===== src/rtl/core/mae_pkg.sv =====
package mae_pkg;

	typedef enum logic [4:0] {
		ACT_ADD   = 5'd0,
		ACT_ADDI  = 5'd1,
		ACT_ADDIU = 5'd2,
		ACT_ADDU  = 5'd3,
		ACT_SUB   = 5'd4,
		ACT_SUBU  = 5'd5,
		ACT_DIV   = 5'd6,
		ACT_DIVU  = 5'd7,
		ACT_MULT  = 5'd8,
		ACT_MULTU = 5'd9,
		ACT_SLL   = 5'd10,
		ACT_SLLV  = 5'd11,
		ACT_SRA   = 5'd12,
		ACT_SRAV  = 5'd13,
		ACT_SRL   = 5'd14,
		ACT_SRLV  = 5'd15,
		ACT_AND   = 5'd16,
		ACT_ANDI  = 5'd17,
		ACT_NOR   = 5'd18,
		ACT_OR    = 5'd19,
		ACT_ORI   = 5'd20,
		ACT_XOR   = 5'd21,
		ACT_XORI  = 5'd22,
		ACT_SLT   = 5'd23,
		ACT_SLTI  = 5'd24,
		ACT_SLTIU = 5'd25,
		ACT_SLTU  = 5'd26,
		ACT_WRREG = 5'd27,
		ACT_RDREG = 5'd28
	} action_t;

	// operation class chosen by the front end
	typedef enum logic [1:0] {
		CLS_SIMPLE = 2'd0,
		CLS_MUL    = 2'd1,
		CLS_DIV    = 2'd2,
		CLS_NONE   = 2'd3
	} op_class_t;

	typedef struct packed {
		logic [4:0]  action;
		op_class_t   cls;
		logic        is_signed;
		logic [4:0]  src_index;
		logic [4:0]  tgt_index;
		logic [4:0]  dst_index;
		logic [4:0]  shift_amount;
		logic [15:0] immediate;
		logic [31:0] load_value;
	} issue_t;

	typedef struct packed {
		logic        dest_written;
		logic [4:0]  dest_number;
		logic [31:0] dest_value;
		logic [31:0] hi_value;
		logic [31:0] lo_value;
		logic        overflow_trap;
	} result_t;

	localparam int QUEUE_DEPTH = 2;

endpackage


===== src/rtl/core/mae_if.sv =====
interface mae_in_if;
	logic        valid;
	logic        ready;
	logic [4:0]  action;
	logic [4:0]  src_index;
	logic [4:0]  tgt_index;
	logic [4:0]  dst_index;
	logic [4:0]  shift_amount;
	logic [15:0] immediate;
	logic [31:0] load_value;
	modport source (output valid, action, src_index, tgt_index, dst_index, shift_amount,
		immediate, load_value, input ready);
	modport sink (input valid, action, src_index, tgt_index, dst_index, shift_amount,
		immediate, load_value, output ready);
endinterface



===== src/rtl/core/mae_front.sv =====
module mae_front (
	input  logic            clk,
	input  logic            arst_n,
	mae_in_if.sink          in_ch,
	output mae_pkg::issue_t q_data,
	output logic            q_valid,
	input  logic            q_pop
);
	localparam int AW = $clog2(mae_pkg::QUEUE_DEPTH);

	mae_pkg::issue_t      mem_q [mae_pkg::QUEUE_DEPTH];
	logic [AW-1:0]        wp_q, rp_q;
	logic [AW:0]          cnt_q;
	mae_pkg::issue_t      cls_item;
	logic                 push;

	always_comb begin
		cls_item.action       = in_ch.action;
		cls_item.src_index    = in_ch.src_index;
		cls_item.tgt_index    = in_ch.tgt_index;
		cls_item.dst_index    = in_ch.dst_index;
		cls_item.shift_amount = in_ch.shift_amount;
		cls_item.immediate    = in_ch.immediate;
		cls_item.load_value   = in_ch.load_value;
		cls_item.is_signed    = (in_ch.action == mae_pkg::ACT_DIV) ||
			(in_ch.action == mae_pkg::ACT_MULT);
		unique case (in_ch.action) inside
			mae_pkg::ACT_MULT, mae_pkg::ACT_MULTU: cls_item.cls = mae_pkg::CLS_MUL;
			mae_pkg::ACT_DIV, mae_pkg::ACT_DIVU:   cls_item.cls = mae_pkg::CLS_DIV;
			[5'd29:5'd31]:                         cls_item.cls = mae_pkg::CLS_NONE;
			default:                               cls_item.cls = mae_pkg::CLS_SIMPLE;
		endcase
	end

	assign in_ch.ready = (cnt_q != (AW+1)'(mae_pkg::QUEUE_DEPTH));
	assign push        = in_ch.valid && in_ch.ready;
	assign q_valid     = (cnt_q != '0);
	assign q_data      = mem_q[rp_q];

	always_ff @(posedge clk) begin
		if (push) mem_q[wp_q] <= cls_item;
	end

	always_ff @(posedge clk or negedge arst_n) begin
		if (!arst_n) begin
			wp_q  <= '0;
			rp_q  <= '0;
			cnt_q <= '0;
		end else begin
			if (push) wp_q <= wp_q + 1'b1;
			if (q_pop) rp_q <= rp_q + 1'b1;
			cnt_q <= cnt_q + (AW+1)'(push) - (AW+1)'(q_pop);
		end
	end
endmodule


===== src/flat_wrapper.sv =====
// flat-port wrapper written by rule: the top's interface ports become plain ports
module mae_front_flat 
  (clk, arst_n, q_data, q_valid, q_pop, in_ch_valid, in_ch_action, in_ch_src_index, in_ch_tgt_index, in_ch_dst_index, in_ch_shift_amount, in_ch_immediate, in_ch_load_value, in_ch_ready);
  mae_in_if in_ch_i ();
  input  logic clk;
  input  logic arst_n;
  output mae_pkg::issue_t q_data;
  output logic q_valid;
  input  logic q_pop;
  input wire logic [$bits(in_ch_i.valid)-1:0] in_ch_valid;
  input wire logic [$bits(in_ch_i.action)-1:0] in_ch_action;
  input wire logic [$bits(in_ch_i.src_index)-1:0] in_ch_src_index;
  input wire logic [$bits(in_ch_i.tgt_index)-1:0] in_ch_tgt_index;
  input wire logic [$bits(in_ch_i.dst_index)-1:0] in_ch_dst_index;
  input wire logic [$bits(in_ch_i.shift_amount)-1:0] in_ch_shift_amount;
  input wire logic [$bits(in_ch_i.immediate)-1:0] in_ch_immediate;
  input wire logic [$bits(in_ch_i.load_value)-1:0] in_ch_load_value;
  output wire logic [$bits(in_ch_i.ready)-1:0] in_ch_ready;
  assign in_ch_i.valid = in_ch_valid;
  assign in_ch_i.action = in_ch_action;
  assign in_ch_i.src_index = in_ch_src_index;
  assign in_ch_i.tgt_index = in_ch_tgt_index;
  assign in_ch_i.dst_index = in_ch_dst_index;
  assign in_ch_i.shift_amount = in_ch_shift_amount;
  assign in_ch_i.immediate = in_ch_immediate;
  assign in_ch_i.load_value = in_ch_load_value;
  assign in_ch_ready = in_ch_i.ready;
  mae_front u_core (.clk(clk), .arst_n(arst_n), .in_ch(in_ch_i), .q_data(q_data), .q_valid(q_valid), .q_pop(q_pop));
endmodule

===== config.mk =====
export PLATFORM = sky130hd
export DESIGN_NAME = mae_front_flat
export DESIGN_NICKNAME = d
export VERILOG_FILES = /design/src/rtl/core/mae_pkg.sv /design/src/rtl/core/mae_if.sv /design/src/rtl/core/mae_front.sv /design/src/flat_wrapper.sv
export SDC_FILE = /design/constraint.sdc
export NUM_CORES = 1
export LEC_CHECK = 0
export BUFFER_PORTS_ARGS = -buffer_cell sky130_fd_sc_hd__buf_2
export CORE_MARGIN = 1
export CORE_UTILIZATION = 50
export CTS_CLUSTER_DIAMETER = 80
export CTS_CLUSTER_SIZE = 8
export DETAILED_ROUTE_END_ITERATION = 8
export HOLD_SLACK_MARGIN = 0.05
export PLACE_DENSITY = 0.74
export SLEW_MARGIN = 20
export SYNTH_ARGS = -nofsm -noshare
export SYNTH_HDL_FRONTEND = slang
export SYNTH_SLANG_ARGS = --single-unit

===== constraint.sdc =====
create_clock -name clk -period 4.9 [get_ports clk]
set_input_delay 0.735 -clock clk [delete_from_list [all_inputs] [get_ports clk]]
set_output_delay 0.735 -clock clk [all_outputs]
set_load 0.02 [all_outputs]

Word level (Yosys, flattened, before mapping):

Memories as Yosys holds them, arrays and structs flattened.
Cells that the tools add are included.

* eq/ne operators: 5
* order comparisons: 2
* add/sub/neg operators: 4
* muxes and demuxes: 3
* reduce and logical (&&, ||, !) cells: 6
* bitwise gates (word level): 0
* divide/modulo/power cells: 0
* shift operators: 0
* $mul: 0

Operator list (number)
* == test 5 x 3 -> 1 bit (second input constant): 2
* == test 5 x 4 -> 1 bit (second input constant): 2
* one-hot mux 2 bit (3 select lines): 1
* >= comparator 5 bit (second input constant): 1
* less-or-equal comparator 5 bit (second input constant): 1
* OR reduction 2 bit: 2
* adder 1 bit (second input constant): 2
* adder 2 x 1 -> 2 bit: 1
* logical AND 1 bit: 2
* two-way mux 1 bit: 2
* inequality test 2 bit (second input constant): 1
* nonzero test 2 bit: 1
* subtractor 2 x 1 -> 2 bit: 1
* logical OR 1 bit: 1

* register bits: 4
* bits of input ports: 77
* word-level logic and storage cells: 24
* memory bits (read-only): 0
* memories kept: 1
* output and inout bits: 78
* latch bits: 0
* RAM bits: 152

Memories
* u_core.mem_q: words 2, width 76, read ports 1, clocked after memory_dff 0, write ports 1, RTL line mae_front.sv:11 `mae_pkg::issue_t mem_q [mae_pkg::QUEUE_DEPTH];`

Logic depth before layout (Yosys ltp):

* depth after elaboration: 4
* depth in mapped cells: 6
* mapped depth without buffers: 6

Least setup slack after synthesis:

Ideal clock, no wire load.

* kind: in2reg
* start: input port in_ch_valid
* end: memory u_core.mem_q[0][0] in the netlist's numbering (enable)
* required time: 4.389 ns
* arrival: 4.003 ns
* cell stages on the path: 2
* path buffers: 0
* path slack: 0.386 ns
* library setup time: 0.511 ns
* path through: nand2_1 > nor2_1

* cells in the longest elaborated chain, start to end: 3

Ends and longest elaborated chain
* start, declared: RTL line flat_wrapper.sv:10 `input wire logic [$bits(in_ch_i.valid)-1:0] in_ch_valid;`
* logical AND 1 bit: RTL line mae_front.sv:36 `assign push = in_ch.valid && in_ch.ready;`
* two-way mux 1 bit: RTL line mae_front.sv:41 `if (push) mem_q[wp_q] <= cls_item;`
* two-way mux 1 bit (implied by the code): RTL line mae_front.sv:41
* end, declared: RTL line mae_front.sv:11

No other way between the ends.

==> tab_implementation.tex <==
\begin{tabular}{lr}
\hline
Metric & Value \\
\hline
\multicolumn{2}{l}{\textbf{Status}} \\
\quad Status & finished, final reports clean \\
\multicolumn{2}{l}{\textbf{CTS}} \\
\quad TritonCTS clock tree & built \\
\quad Post-CTS repair timing setup buffer count & 0 \\
\quad Hold-fix buffers at CTS & 0 \\
\quad Clock sinks & 156 \\
\quad Number of resized instances in the post-cts repair step & 0 \\
\quad Clock transition at the registers of the reported paths & 0.06 ns \\
\quad Number of clock buffers inserted by TritonCTS & 17 \\
\quad Number of H-tree levels & 4 \\
\quad Clock latency at the later pin of the worst-skew pair & 0.41 ns \\
\quad Clock root buffer master & clkbuf\_16 \\
\quad CTS max path bufs & 2 \\
\multicolumn{2}{l}{\textbf{Final layout}} \\
\quad Number of non-filler instances in the completed layout & 587 \\
\quad Net count reported at finish & 510 \\
\quad Final antenna diode count & 0 \\
\quad Final std cell area, no fill & 7400 µm² \\
\quad Fraction of final layout cells with drive strength greater than 1 & 60.4\% \\
\quad Synth-to-layout area growth & 25.7\% \\
\quad Core Util, Final & 64.8\% \\
\multicolumn{2}{l}{\textbf{Detailed routing}} \\
\quad Antenna Violating Nets Remaining & 0 \\
\quad Total DRC errors in the routed layout & 0 \\
\quad Routed length per instance & 16.2 µm \\
\quad Total wire length & 9.49 mm \\
\quad Number of vias after detailed routing & 2937 \\
\quad First-iteration detailed-routing DRC count & 119 \\
\quad Number of iterations in the first detailed-routing pass & 4 \\
\quad Average vias per placed instance & 5.00 \\
\multicolumn{2}{l}{\textbf{Power and ir drop}} \\
\quad IR drop worst, VDD & 0.543 mV \\
\quad PD cells & 638 nW/µm² \\
\quad Design internal power & 3230 µW \\
\quad Switch Pwr & 1490 µW \\
\quad Part of the total power dissipated in the clock network & 27.0\% \\
\quad Share of power burned in registers & 41.7\% \\
\quad Switching Fraction & 31.6\% \\
\quad Reported leakage power & 0.00288 µW \\
\quad Comb power frac & 31.2\% \\
\multicolumn{2}{l}{\textbf{Synth}} \\
\quad Nets in the synthesized netlist & 344 \\
\quad Mapped cell area & 5880 µm² \\
\quad Post-Syn Area per Cell & 22.2 µm² \\
\quad Synthesized flop and latch total & 156 \\
\quad Post-Syn Instances & 265 \\
\quad Share of synthesized area occupied by flip-flops and latches & 79.3\% \\
\quad Yosys warnings & 0 \\
\quad Yosys cell types & 23 \\
\multicolumn{2}{l}{\textbf{Floorplan}} \\
\quad Row Count & 39 \\
\quad Placeable core region & 11400 µm² \\
\quad Die Height & 110 µm \\
\quad Initial standard-cell utilization of the core & 51.5\% \\
\quad Number of top-level pins & 155 \\
\quad Full die area & 12200 µm² \\
\quad Horiz. Die Dim & 110 µm \\
\multicolumn{2}{l}{\textbf{Place}} \\
\quad Placed instance area & 6810 µm² \\
\quad Inst Count DP & 555 \\
\quad Total half-perimeter wirelength after legalization and detailed placement & 6.16 mm \\
\quad Last weighted congestion value of the routability-driven placer & 0.745 \\
\quad Number of input and output port buffers inserted & 154 \\
\multicolumn{2}{l}{\textbf{STA}} \\
\quad Endpoints failing hold & 0 \\
\quad Number of setup violations in the final report & 0 \\
\quad TNS Setup & 0 ns \\
\quad Clock Skew & 0.00817 ns \\
\quad Fmax achieved & 355 MHz \\
\quad Share of the clock period used by the worst path after layout & 57.4\% \\
\quad Actual transition at the worst max-transition pin & 1.07 ns \\
\quad Max-slew headroom at the worst pin & 28.7\% \\
\quad Final Max Tran Viols & 0 \\
\quad Minimum period implied by the final worst setup slack & 2.81 ns \\
\quad Setup repair after global routing missed its margin & false \\
\multicolumn{2}{l}{\textbf{Worst setup path}} \\
\quad Path type of the worst setup path & register to output port \\
\quad Critical register-to-register path startpoint & u\_core.cnt\_q[1] \\
\quad Worst-case register-to-register setup slack & 2.75 ns \\
\quad Crit-path max cell delay & 0.78 ns \\
\quad Cells along the critical path & buf\_16 -> mux2\_2 -> buf\_2 \\
\quad Crit Path Max Fanout & 41 \\
\quad Endpoint of the worst register-to-register path & u\_core.mem\_q[0][19] \\
\quad Critical path's slowest cell & dfrtp\_4 \\
\quad Worst reg-to-reg path cell count & 4 \\
\quad WP data arrival & 2.08 ns \\
\quad Type of element capturing the critical path & output port \\
\quad Required arrival time at the worst endpoint & 4.16 ns \\
\quad Setup crit start kind & register \\
\multicolumn{2}{l}{\textbf{Job}} \\
\quad Max-cap violations & 0 \\
\multicolumn{2}{l}{\textbf{Global routing}} \\
\quad Via count of the first global-routing pass & 3075 \\
\quad GRT Util Overall & 16.4\% \\
\quad Initial antenna violation count & 2 \\
\quad Wire length of the first global-routing pass & 15.1 mm \\
\quad Pin count of the biggest net entering global routing & 77 \\
\quad Grt total ovfl & 0 \\
\multicolumn{2}{l}{\textbf{Worst hold path}} \\
\quad Hold Path Class & primary input to asynchronous set/reset pin \\
\hline
\end{tabular}
-- how the worst max path moves through the flow --
stage                           to  slack [ns]        start  depth (start not counted)
2_1_floorplan   u_core.mem_q[0][0]        0.39  in_ch_valid                          2
3_3_place_gp            q_data[70]        2.32  u_core.rp_q                          2
3_5_place_dp   u_core.mem_q[0][17]        2.46  in_ch_valid                          4
4_1_cts                 q_data[64]        2.02  u_core.rp_q                          3
5_1_grt                 q_data[64]        1.99  u_core.rp_q                          3
6_report                 q_data[1]        2.09  u_core.rp_q                          3
-- critical path, delay by kind of cell, from the launching register on --
kind	cells	cell delay (ns)
buffers and inverters	2	0.48
flip-flops	1	0.78
multiplexers	1	0.38
-- layer usage --
| metal | part of all wire, % | vias up | track usage (%) |
|---|---|---|---|
| li1 | - | 1382 | - |
| met1 | 40 | 1432 | 19.4 |
| met2 | 51 | 108 | 26.8 |
| met3 | 7.1 | 15 | 5.71 |
| met4 | 1.9 | 0 | 7.73 |
| met5 | 0 | - | 0 |
-- registers in the layout (all words and copies together), names as in the netlist --
name,flops
u_core.mem_q,152
u_core.cnt_q,2
u_core.rp_q,1
u_core.wp_q,1
-- logic make-up after synthesis --
family / synth area share [%]
and+or+nand+nor: 0.915
adders and majority gates: 0.425
DFF: 79.3
buffers and inverters: 1.68
xor gates and xnor gates: 0.745
muxes: 16.5
AOI/OAI and AO/OA: 0.489
-- cells in the final DEF, fill, tap and decap left out, drive strengths merged, types with 2 or more instances in the layout --
cell and n:
mux2 76, xnor2 3, bufinv 2, nand2b 2, buf 156, clkbuf 17
edfxtp 152, inv 9, nand2 2, clkinv 6, dfrtp 4, ha 2
xor2 2
-- Yosys cell counts (all sizes together) --
| master | instances | area (µm²) |
|---|---|---|
| buf | 9 | 87.6 |
| o211ai | 1 | 7.51 |
| dfrtp | 4 | 100 |
| o21ai | 1 | 5.00 |
| nor2 | 1 | 3.75 |
| nand2b | 2 | 12.5 |
| edfxtp | 152 | 4560 |
| nand4 | 1 | 6.26 |
| nor3 | 1 | 5.00 |
| a21boi | 1 | 7.51 |
| or3 | 1 | 6.26 |
| nand2 | 2 | 7.51 |
| or2 | 1 | 6.26 |
| inv | 3 | 11.3 |
| xnor2 | 3 | 26.3 |
| and3 | 1 | 6.26 |
| ha | 2 | 25.0 |
| o22a | 1 | 8.76 |
| mux2 | 76 | 968 |
| xor2 | 2 | 17.5 |
-- cell type report --
| class | count | area (µm²) |
|---|---|---|
| Sequential cell | 156 | 4670 |
| Fill cell | 826 | 4020 |
| Multi-Input combinational cell | 97 | 1130 |
| Timing Repair Buffer | 156 | 818 |
| Clock buffer | 17 | 425 |
| Tap cell | 143 | 179 |
| Clock inverter | 15 | 161 |
| Inverter | 3 | 11.3 |
-- power groups by stage --
| stage | clock network, µW | registers, µW | logic [µW] |
|---|---|---|---|
| floorplan | 0 | 1930 | 1160 |
| global placement | 0 | 2060 | 1390 |
| detailed placement | 0 | 2000 | 1500 |
| CTS | 1300 | 1980 | 1500 |
| global route | 1350 | 2000 | 1570 |
| finish | 1280 | 1970 | 1470 |
-- stage by stage --
stage | setup slack, ns | power (µW) | hold slack, ns
6_report | 2.09 | 4720 | 0.120
5_1_grt | 1.99 | 4930 | 0.107
4_1_cts | 2.02 | 4780 | 0.107
3_5_place_dp | 2.46 | 3500 | 0.495
3_3_place_gp | 2.32 | 3450 | 0.489
2_1_floorplan | 0.386 | 3090 | 0.439
(Power assumes the default switching activity.)
